File: config.mk
export PLATFORM = sky130hd
export DESIGN_NAME = imhsd_sequencer
export DESIGN_NICKNAME = d
export VERILOG_FILES = /design/src/sv/imhsd_pkg.sv /design/src/sv/imhsd_sequencer.sv
export SDC_FILE = /design/constraint.sdc
export NUM_CORES = 1
export LEC_CHECK = 0
export ABC_AREA = 1
export BUFFER_PORTS_ARGS = -buffer_cell sky130_fd_sc_hd__buf_2
export CAP_MARGIN = 25
export CORE_UTILIZATION = 45
export CTS_BUF_LIST = sky130_fd_sc_hd__clkbuf_16
export CTS_CLUSTER_SIZE = 14
export DETAILED_ROUTE_END_ITERATION = 6
export PLACE_DENSITY = 0.74
export SLEW_MARGIN = 20
export SYNTH_ARGS = -nofsm -noshare
export SYNTH_HDL_FRONTEND = slang
export SYNTH_SLANG_ARGS = --single-unit
File: constraint.sdc
create_clock -name clock -period 2.49 [get_ports clock]
set_input_delay 0 -clock clock [delete_from_list [all_inputs] [get_ports clock]]
set_output_delay 0 -clock clock [all_outputs]
set_load 0.01 [all_outputs]
File: src/sv/imhsd_pkg.sv
`timescale 1ns / 1ps

package imhsd_pkg;

   localparam int DEF_CAPACITY    = 1023;
   localparam int DEF_WEIGHT_BITS = 16;

   localparam int OP_BITS     = 2;
   localparam int POS_BITS    = 10;
   localparam int KEY_BITS    = 10;
   localparam int WFIELD_BITS = 16;
   localparam int MAP_DEPTH   = 1024;
   localparam int UPC_BITS    = 4;

   typedef enum logic [OP_BITS-1:0] {
      OP_WRITE = 2'd0,
      OP_SIFT  = 2'd1,
      OP_READ  = 2'd2,
      OP_QUERY = 2'd3
   } op_type;

   typedef logic [UPC_BITS-1:0] upc_type;

   localparam upc_type U_FETCH = 4'd0;
   localparam upc_type U_DISP  = 4'd1;
   localparam upc_type U_WRITE = 4'd2;
   localparam upc_type U_READ  = 4'd3;
   localparam upc_type U_QUERY = 4'd4;
   localparam upc_type U_ZERO  = 4'd5;
   localparam upc_type U_SIFT0 = 4'd6;
   localparam upc_type U_KIDS  = 4'd7;
   localparam upc_type U_PICK  = 4'd8;
   localparam upc_type U_TEST  = 4'd9;
   localparam upc_type U_MOVEC = 4'd10;
   localparam upc_type U_MOVEP = 4'd11;
   localparam upc_type U_SDONE = 4'd12;

   typedef enum logic [2:0] {
      C_ALWAYS,
      C_REQ,
      C_DISPATCH,
      C_NO_LEFT,
      C_NOT_LIGHTER,
      C_EMIT
   } cond_type;

   typedef enum logic [1:0] {
      HR_NONE,
      HR_POS,
      HR_KIDS
   } heap_rd_type;

   typedef enum logic [1:0] {
      WR_NONE,
      WR_REQ,
      WR_CHILD,
      WR_PARENT
   } wr_sel_type;

   typedef enum logic [2:0] {
      REG_NONE,
      REG_REQ,
      REG_PAR,
      REG_AT,
      REG_CHILD
   } reg_op_type;

   typedef enum logic [2:0] {
      RES_HOLD,
      RES_REQ,
      RES_ZERO,
      RES_HEAP,
      RES_MAP,
      RES_AT
   } res_sel_type;

   typedef struct packed {
      cond_type    cond;
      upc_type     tgt;
      upc_type     alt;
      heap_rd_type heap_rd;
      logic        map_rd;
      wr_sel_type  wr_sel;
      reg_op_type  reg_op;
      res_sel_type res_sel;
      logic        emit;
   } uword_type;

   typedef struct packed {
      uword_type uw;
      logic      advance;
   } ctl_type;

   typedef struct packed {
      op_type op;
      logic   pos_ok;
      logic   no_left;
      logic   not_lighter;
   } status_type;

   typedef struct packed {
      logic [KEY_BITS-1:0]    key;
      logic [WFIELD_BITS-1:0] weight;
      logic [POS_BITS-1:0]    position;
   } result_type;

   function automatic uword_type ucode(upc_type addr);
      uword_type w;
      unique case (addr)
         U_FETCH: w = '{C_REQ, U_DISP, U_FETCH, HR_NONE, 1'b0, WR_NONE, REG_REQ,
                        RES_HOLD, 1'b0};
         U_DISP:  w = '{C_DISPATCH, U_FETCH, U_DISP, HR_POS, 1'b1, WR_NONE, REG_NONE,
                        RES_HOLD, 1'b0};
         U_WRITE: w = '{C_EMIT, U_FETCH, U_WRITE, HR_NONE, 1'b0, WR_REQ, REG_NONE,
                        RES_REQ, 1'b1};
         U_READ:  w = '{C_EMIT, U_FETCH, U_READ, HR_NONE, 1'b0, WR_NONE, REG_NONE,
                        RES_HEAP, 1'b1};
         U_QUERY: w = '{C_EMIT, U_FETCH, U_QUERY, HR_NONE, 1'b0, WR_NONE, REG_NONE,
                        RES_MAP, 1'b1};
         U_ZERO:  w = '{C_EMIT, U_FETCH, U_ZERO, HR_NONE, 1'b0, WR_NONE, REG_NONE,
                        RES_ZERO, 1'b1};
         U_SIFT0: w = '{C_ALWAYS, U_KIDS, U_KIDS, HR_NONE, 1'b0, WR_NONE, REG_PAR,
                        RES_HEAP, 1'b0};
         U_KIDS:  w = '{C_NO_LEFT, U_SDONE, U_PICK, HR_KIDS, 1'b0, WR_NONE, REG_AT,
                        RES_HOLD, 1'b0};
         U_PICK:  w = '{C_ALWAYS, U_TEST, U_TEST, HR_NONE, 1'b0, WR_NONE, REG_CHILD,
                        RES_HOLD, 1'b0};
         U_TEST:  w = '{C_NOT_LIGHTER, U_SDONE, U_MOVEC, HR_NONE, 1'b0, WR_NONE,
                        REG_NONE, RES_HOLD, 1'b0};
         U_MOVEC: w = '{C_ALWAYS, U_MOVEP, U_MOVEP, HR_NONE, 1'b0, WR_CHILD, REG_NONE,
                        RES_HOLD, 1'b0};
         U_MOVEP: w = '{C_NO_LEFT, U_SDONE, U_PICK, HR_KIDS, 1'b0, WR_PARENT, REG_AT,
                        RES_HOLD, 1'b0};
         U_SDONE: w = '{C_EMIT, U_FETCH, U_SDONE, HR_NONE, 1'b0, WR_NONE, REG_NONE,
                        RES_AT, 1'b1};
         default: w = '{C_ALWAYS, U_FETCH, U_FETCH, HR_NONE, 1'b0, WR_NONE, REG_NONE,
                        RES_HOLD, 1'b0};
      endcase
      return w;
   endfunction

   function automatic upc_type dispatch(op_type op, logic pos_ok);
      upc_type d;
      priority if (op == OP_QUERY) begin
         d = U_QUERY;
      end else if (!pos_ok) begin
         d = U_ZERO;
      end else if (op == OP_WRITE) begin
         d = U_WRITE;
      end else if (op == OP_SIFT) begin
         d = U_SIFT0;
      end else begin
         d = U_READ;
      end
      return d;
   endfunction

endpackage

File: src/sv/imhsd_sequencer.sv
`timescale 1ns / 1ps

module imhsd_sequencer (
   input  logic                   clock,
   input  logic                   reset,
   input  logic                   req_valid,
   output logic                   req_stall,
   input  logic                   out_free,
   input  imhsd_pkg::status_type  status,
   output imhsd_pkg::ctl_type     ctl
);
   import imhsd_pkg::*;

   upc_type   upc_ff;
   upc_type   upc_in;
   uword_type uw;
   upc_type   dest;
   logic      taken;
   logic      advance;
   logic      accept;

   assign uw        = ucode(upc_ff);
   assign req_stall = (upc_ff != U_FETCH);
   assign accept    = req_valid && !req_stall;

   always_comb begin
      taken   = 1'b1;
      advance = 1'b1;
      dest    = uw.tgt;
      unique case (uw.cond)
         C_ALWAYS: begin
            taken = 1'b1;
         end
         C_REQ: begin
            taken   = accept;
            advance = accept;
         end
         C_DISPATCH: begin
            dest = dispatch(status.op, status.pos_ok);
         end
         C_NO_LEFT: begin
            taken = status.no_left;
         end
         C_NOT_LIGHTER: begin
            taken = status.not_lighter;
         end
         C_EMIT: begin
            taken   = out_free;
            advance = out_free;
         end
         default: begin
            taken = 1'b1;
         end
      endcase
      upc_in = taken ? dest : uw.alt;
   end

   assign ctl.uw      = uw;
   assign ctl.advance = advance;

   always_ff @(posedge clock) begin
      if (reset) begin
         upc_ff <= U_FETCH;
      end else begin
         upc_ff <= upc_in;
      end
   end

   a_accept_to_disp: assert property (@(posedge clock) disable iff (reset)
      accept |=> (upc_ff == U_DISP))
      else $error("accepted beat did not go to dispatch");

   a_hold_on_wait: assert property (@(posedge clock) disable iff (reset)
      !advance |=> $stable(upc_ff))
      else $error("step counter moved while waiting");

endmodule

==> results.ini <==
[worst_setup_path]
cpMaxStageDelayCell=dfxtp_1
required_ns=2.63
path_delay_family=simple AND/OR/NAND/NOR gates
max_stage_delay_ns=0.38
crit_path_start_kind=flip-flop
crit_buf_inv=3
cp-end-kind=flip-flop
crit_chain=inv_2, nor2_1, o21a_2, a21oi_1, nor2_2, inv_1, ha_1, inv_1, nor2_2, nand2_1, nand3_1
worst-setup-path-type=flip-flop to flip-flop
cp.arrival_ns=2.24
worstPathMaxFanout=9

[timing]
slew_headroom_pct=75.54
fin_setup_tns_ns=0
max_freq_ghz=0.4772
hold-worst-slack_ns=0.2376
worstMarginPinSlew_ns=0.3656
fin_skew_ns=0.003022
finalCritPeriodShare_pct=84.15
hold_viol=0
finalSetupViolCount=0
layout_setup_ws_ns=0.3946
period_needed_ns=2.095
rsz0062_at_grt=no
slew_viol_final=0

[grt]
grt_pass1_wl_um=4381
grt_pass1_vias=1029
grt_max_degree=16
grt_overflow=0
antenna_found_initial=0
grt_util_all_layers_pct=18.21

[min_path]
hold_class=primary input to flip-flop

[logic_synthesis]
ys_warn_count=0
syn_inst=158
synth-simple-area-share_pct=36.18
synth-xor-area-share_pct=0
synth_top_family_by_area=simple AND/OR/NAND/NOR gates
synth-seq-cells=26
synth_mux_area_share_pct=0
synth_compound_area_share_pct=6.765
syn-num-nets=174
syn_area_sq_um=1276
avgSynthCellArea_sq_um=8.077
ys_seq_area_share_pct=40.78
synthAdderAreaFrac_pct=6.863
ys_types=26

[clocking]
cts_buffer_depth=2
clkSinkCount=26
clk_pin_slew_ns=0.06
cts_tree=done
cts_buffers=3
clkLatencyLatePin_ns=0.26
cts.htree.levels=1
holdBufCountCts=0
root_buffer=clkbuf_16

[die]
start_util_pct=49.71
fp.dieH_um=55.26
die_area_sq_um=3053
die_x_um=55.26
core-area_sq_um=2567
io_pins=34
row_count=18

[run_status]
status=finished, final reports clean

[routing]
drt_drc_violations_left=0
wl_per_cell_um=12.13
drt-initial-drc-count=39
viasPerCell=5.168
dr.pass1.iters=4
ant_nets=0
vias=1137
wl_um=2669

[run]
drv_cap=0

[cells_and_area]
layout_common_cells=buf_2 (33), nand2_1 (32), dfxtp_1 (26), nand3_1 (25), inv_1 (18)
finalNetCount=207
final_cells=220
drive_gt1_share_pct=30.00
diodes=0
mostFrequentLayoutCell=buf_2
synthToLayoutAreaGrowth_pct=18.63

[placement]
numPortBuffers=33
dp.cells=216
pre_cts_slack_ns=0.2367
place_hpwl_um=2026
place_congestion=0.9207

[pwr]
power.density_nw_per_um2=1532
power_mw=2.320
power.leakage_nw=0.8470
vdd_drop_max_mv=0.9432

==> repair_timing <==
item,in CTS,in global routing
setup endpoints to repair,0,2
buffers inserted,0,0
gates resized for setup,0,1
==> report_power, final <==
part           total (mW)  switching [mW]  leakage, nW  internal [mW]
clock network       0.351           0.136       0.0385          0.215
registers           0.645          0.0598        0.214          0.585
logic                1.32           0.862        0.594          0.462
total                2.32            1.06        0.847           1.26
==> through the flow <==
stage                     util [%]  instance area, sq um
after global routing         58.97                  1514
after floorplan                  -                  1276
after global placement       55.85                  1434
final                        58.97                  1514
after CTS                    58.92                  1513
after detailed placement     55.85                  1434
==> worst register-to-register path, cell delays in order, from the launching register on <==
cell	delay (ns)
dfxtp_1	0.38
inv_2	0.06
nor2_1	0.09
o21a_2	0.30
a21oi_1	0.15
nor2_2	0.28
inv_1	0.15
ha_1	0.26
inv_1	0.08
nor2_2	0.04
nand2_1	0.10
nand3_1	0.08
==> layout make-up <==
cell class / instances / area (sq um)
Sequential cell: 26 / 520.5
Multi-Input combinational cell: 107 / 636.9
Timing Repair Buffer: 33 / 165.2
Fill cell: 239 / 1054
Inverter: 20 / 75.07
Clock inverter: 1 / 3.754
Tap cell: 30 / 37.54
Clock buffer: 3 / 75.07
==> logic make-up (layout without fill, tap and decap cells) <==
logic type                 Yosys count  in the layout
and+or+nand+nor                     86             86
DFF                                 26             26
buffers and inverters               25             57
AOI/OAI and AO/OA                   14             14
adders and majority gates            7              7
==> cells in the mapped netlist <==
| master | count | area share (%) |
|---|---|---|
| nand2_1 | 32 | 9.4 |
| dfxtp_1 | 26 | 41 |
| nand3_1 | 25 | 9.8 |
| inv_1 | 18 | 5.3 |
| nor2_1 | 11 | 3.2 |
| ha_1 | 7 | 6.9 |
| o21ai_1 | 5 | 2.0 |
| a21oi_1 | 3 | 1.2 |
| buf_4 | 3 | 1.8 |
| nand2_2 | 3 | 1.5 |
| nand3_2 | 3 | 2.4 |
| nor2_2 | 3 | 1.5 |
| buf_6 | 2 | 1.8 |
| nand2_4 | 2 | 1.8 |
| nand3_4 | 2 | 2.7 |
| nand4_1 | 2 | 0.98 |
| o21ai_0 | 2 | 0.78 |
| a21boi_2 | 1 | 0.88 |
| a21oi_2 | 1 | 0.69 |
| clkinv_1 | 1 | 0.29 |
| inv_2 | 1 | 0.29 |
| nor2_4 | 1 | 0.88 |
| nor2_8 | 1 | 1.6 |
| o21a_1 | 1 | 0.59 |
| o21ai_2 | 1 | 0.69 |
| or2_2 | 1 | 0.49 |
==> flip-flops by register name (all words and copies together) (netlist names) <==
register,count
upc_ff,4
uw,22
==> worst paths after layout <==
| check | from | end | slack [ns] | depth (start not counted) |
|---|---|---|---|---|
| max | uw[22]$_DFF_P_ | uw[22]$_DFF_P_ | 0.39 | 11 |
| min | status[3] | upc_ff[2]$_SDFF_PP0_ | 0.24 | 6 |
| max reg2reg | uw[22]$_DFF_P_ | uw[22]$_DFF_P_ | 0.39 | 11 |
| min reg2reg | uw[13]$_DFF_P_ | upc_ff[1]$_SDFF_PP0_ | 0.62 | 4 |
==> routing by layer <==
layer	GRT usage, %	vias to the layer above	share of wire, %
li1	-	568	-
met1	22.45	511	45
met2	29.43	47	47
met3	3.747	11	5.2
met4	10.36	0	3.0
met5	0	-	0
No activity file was read; power rests on OpenSTA's default activity.
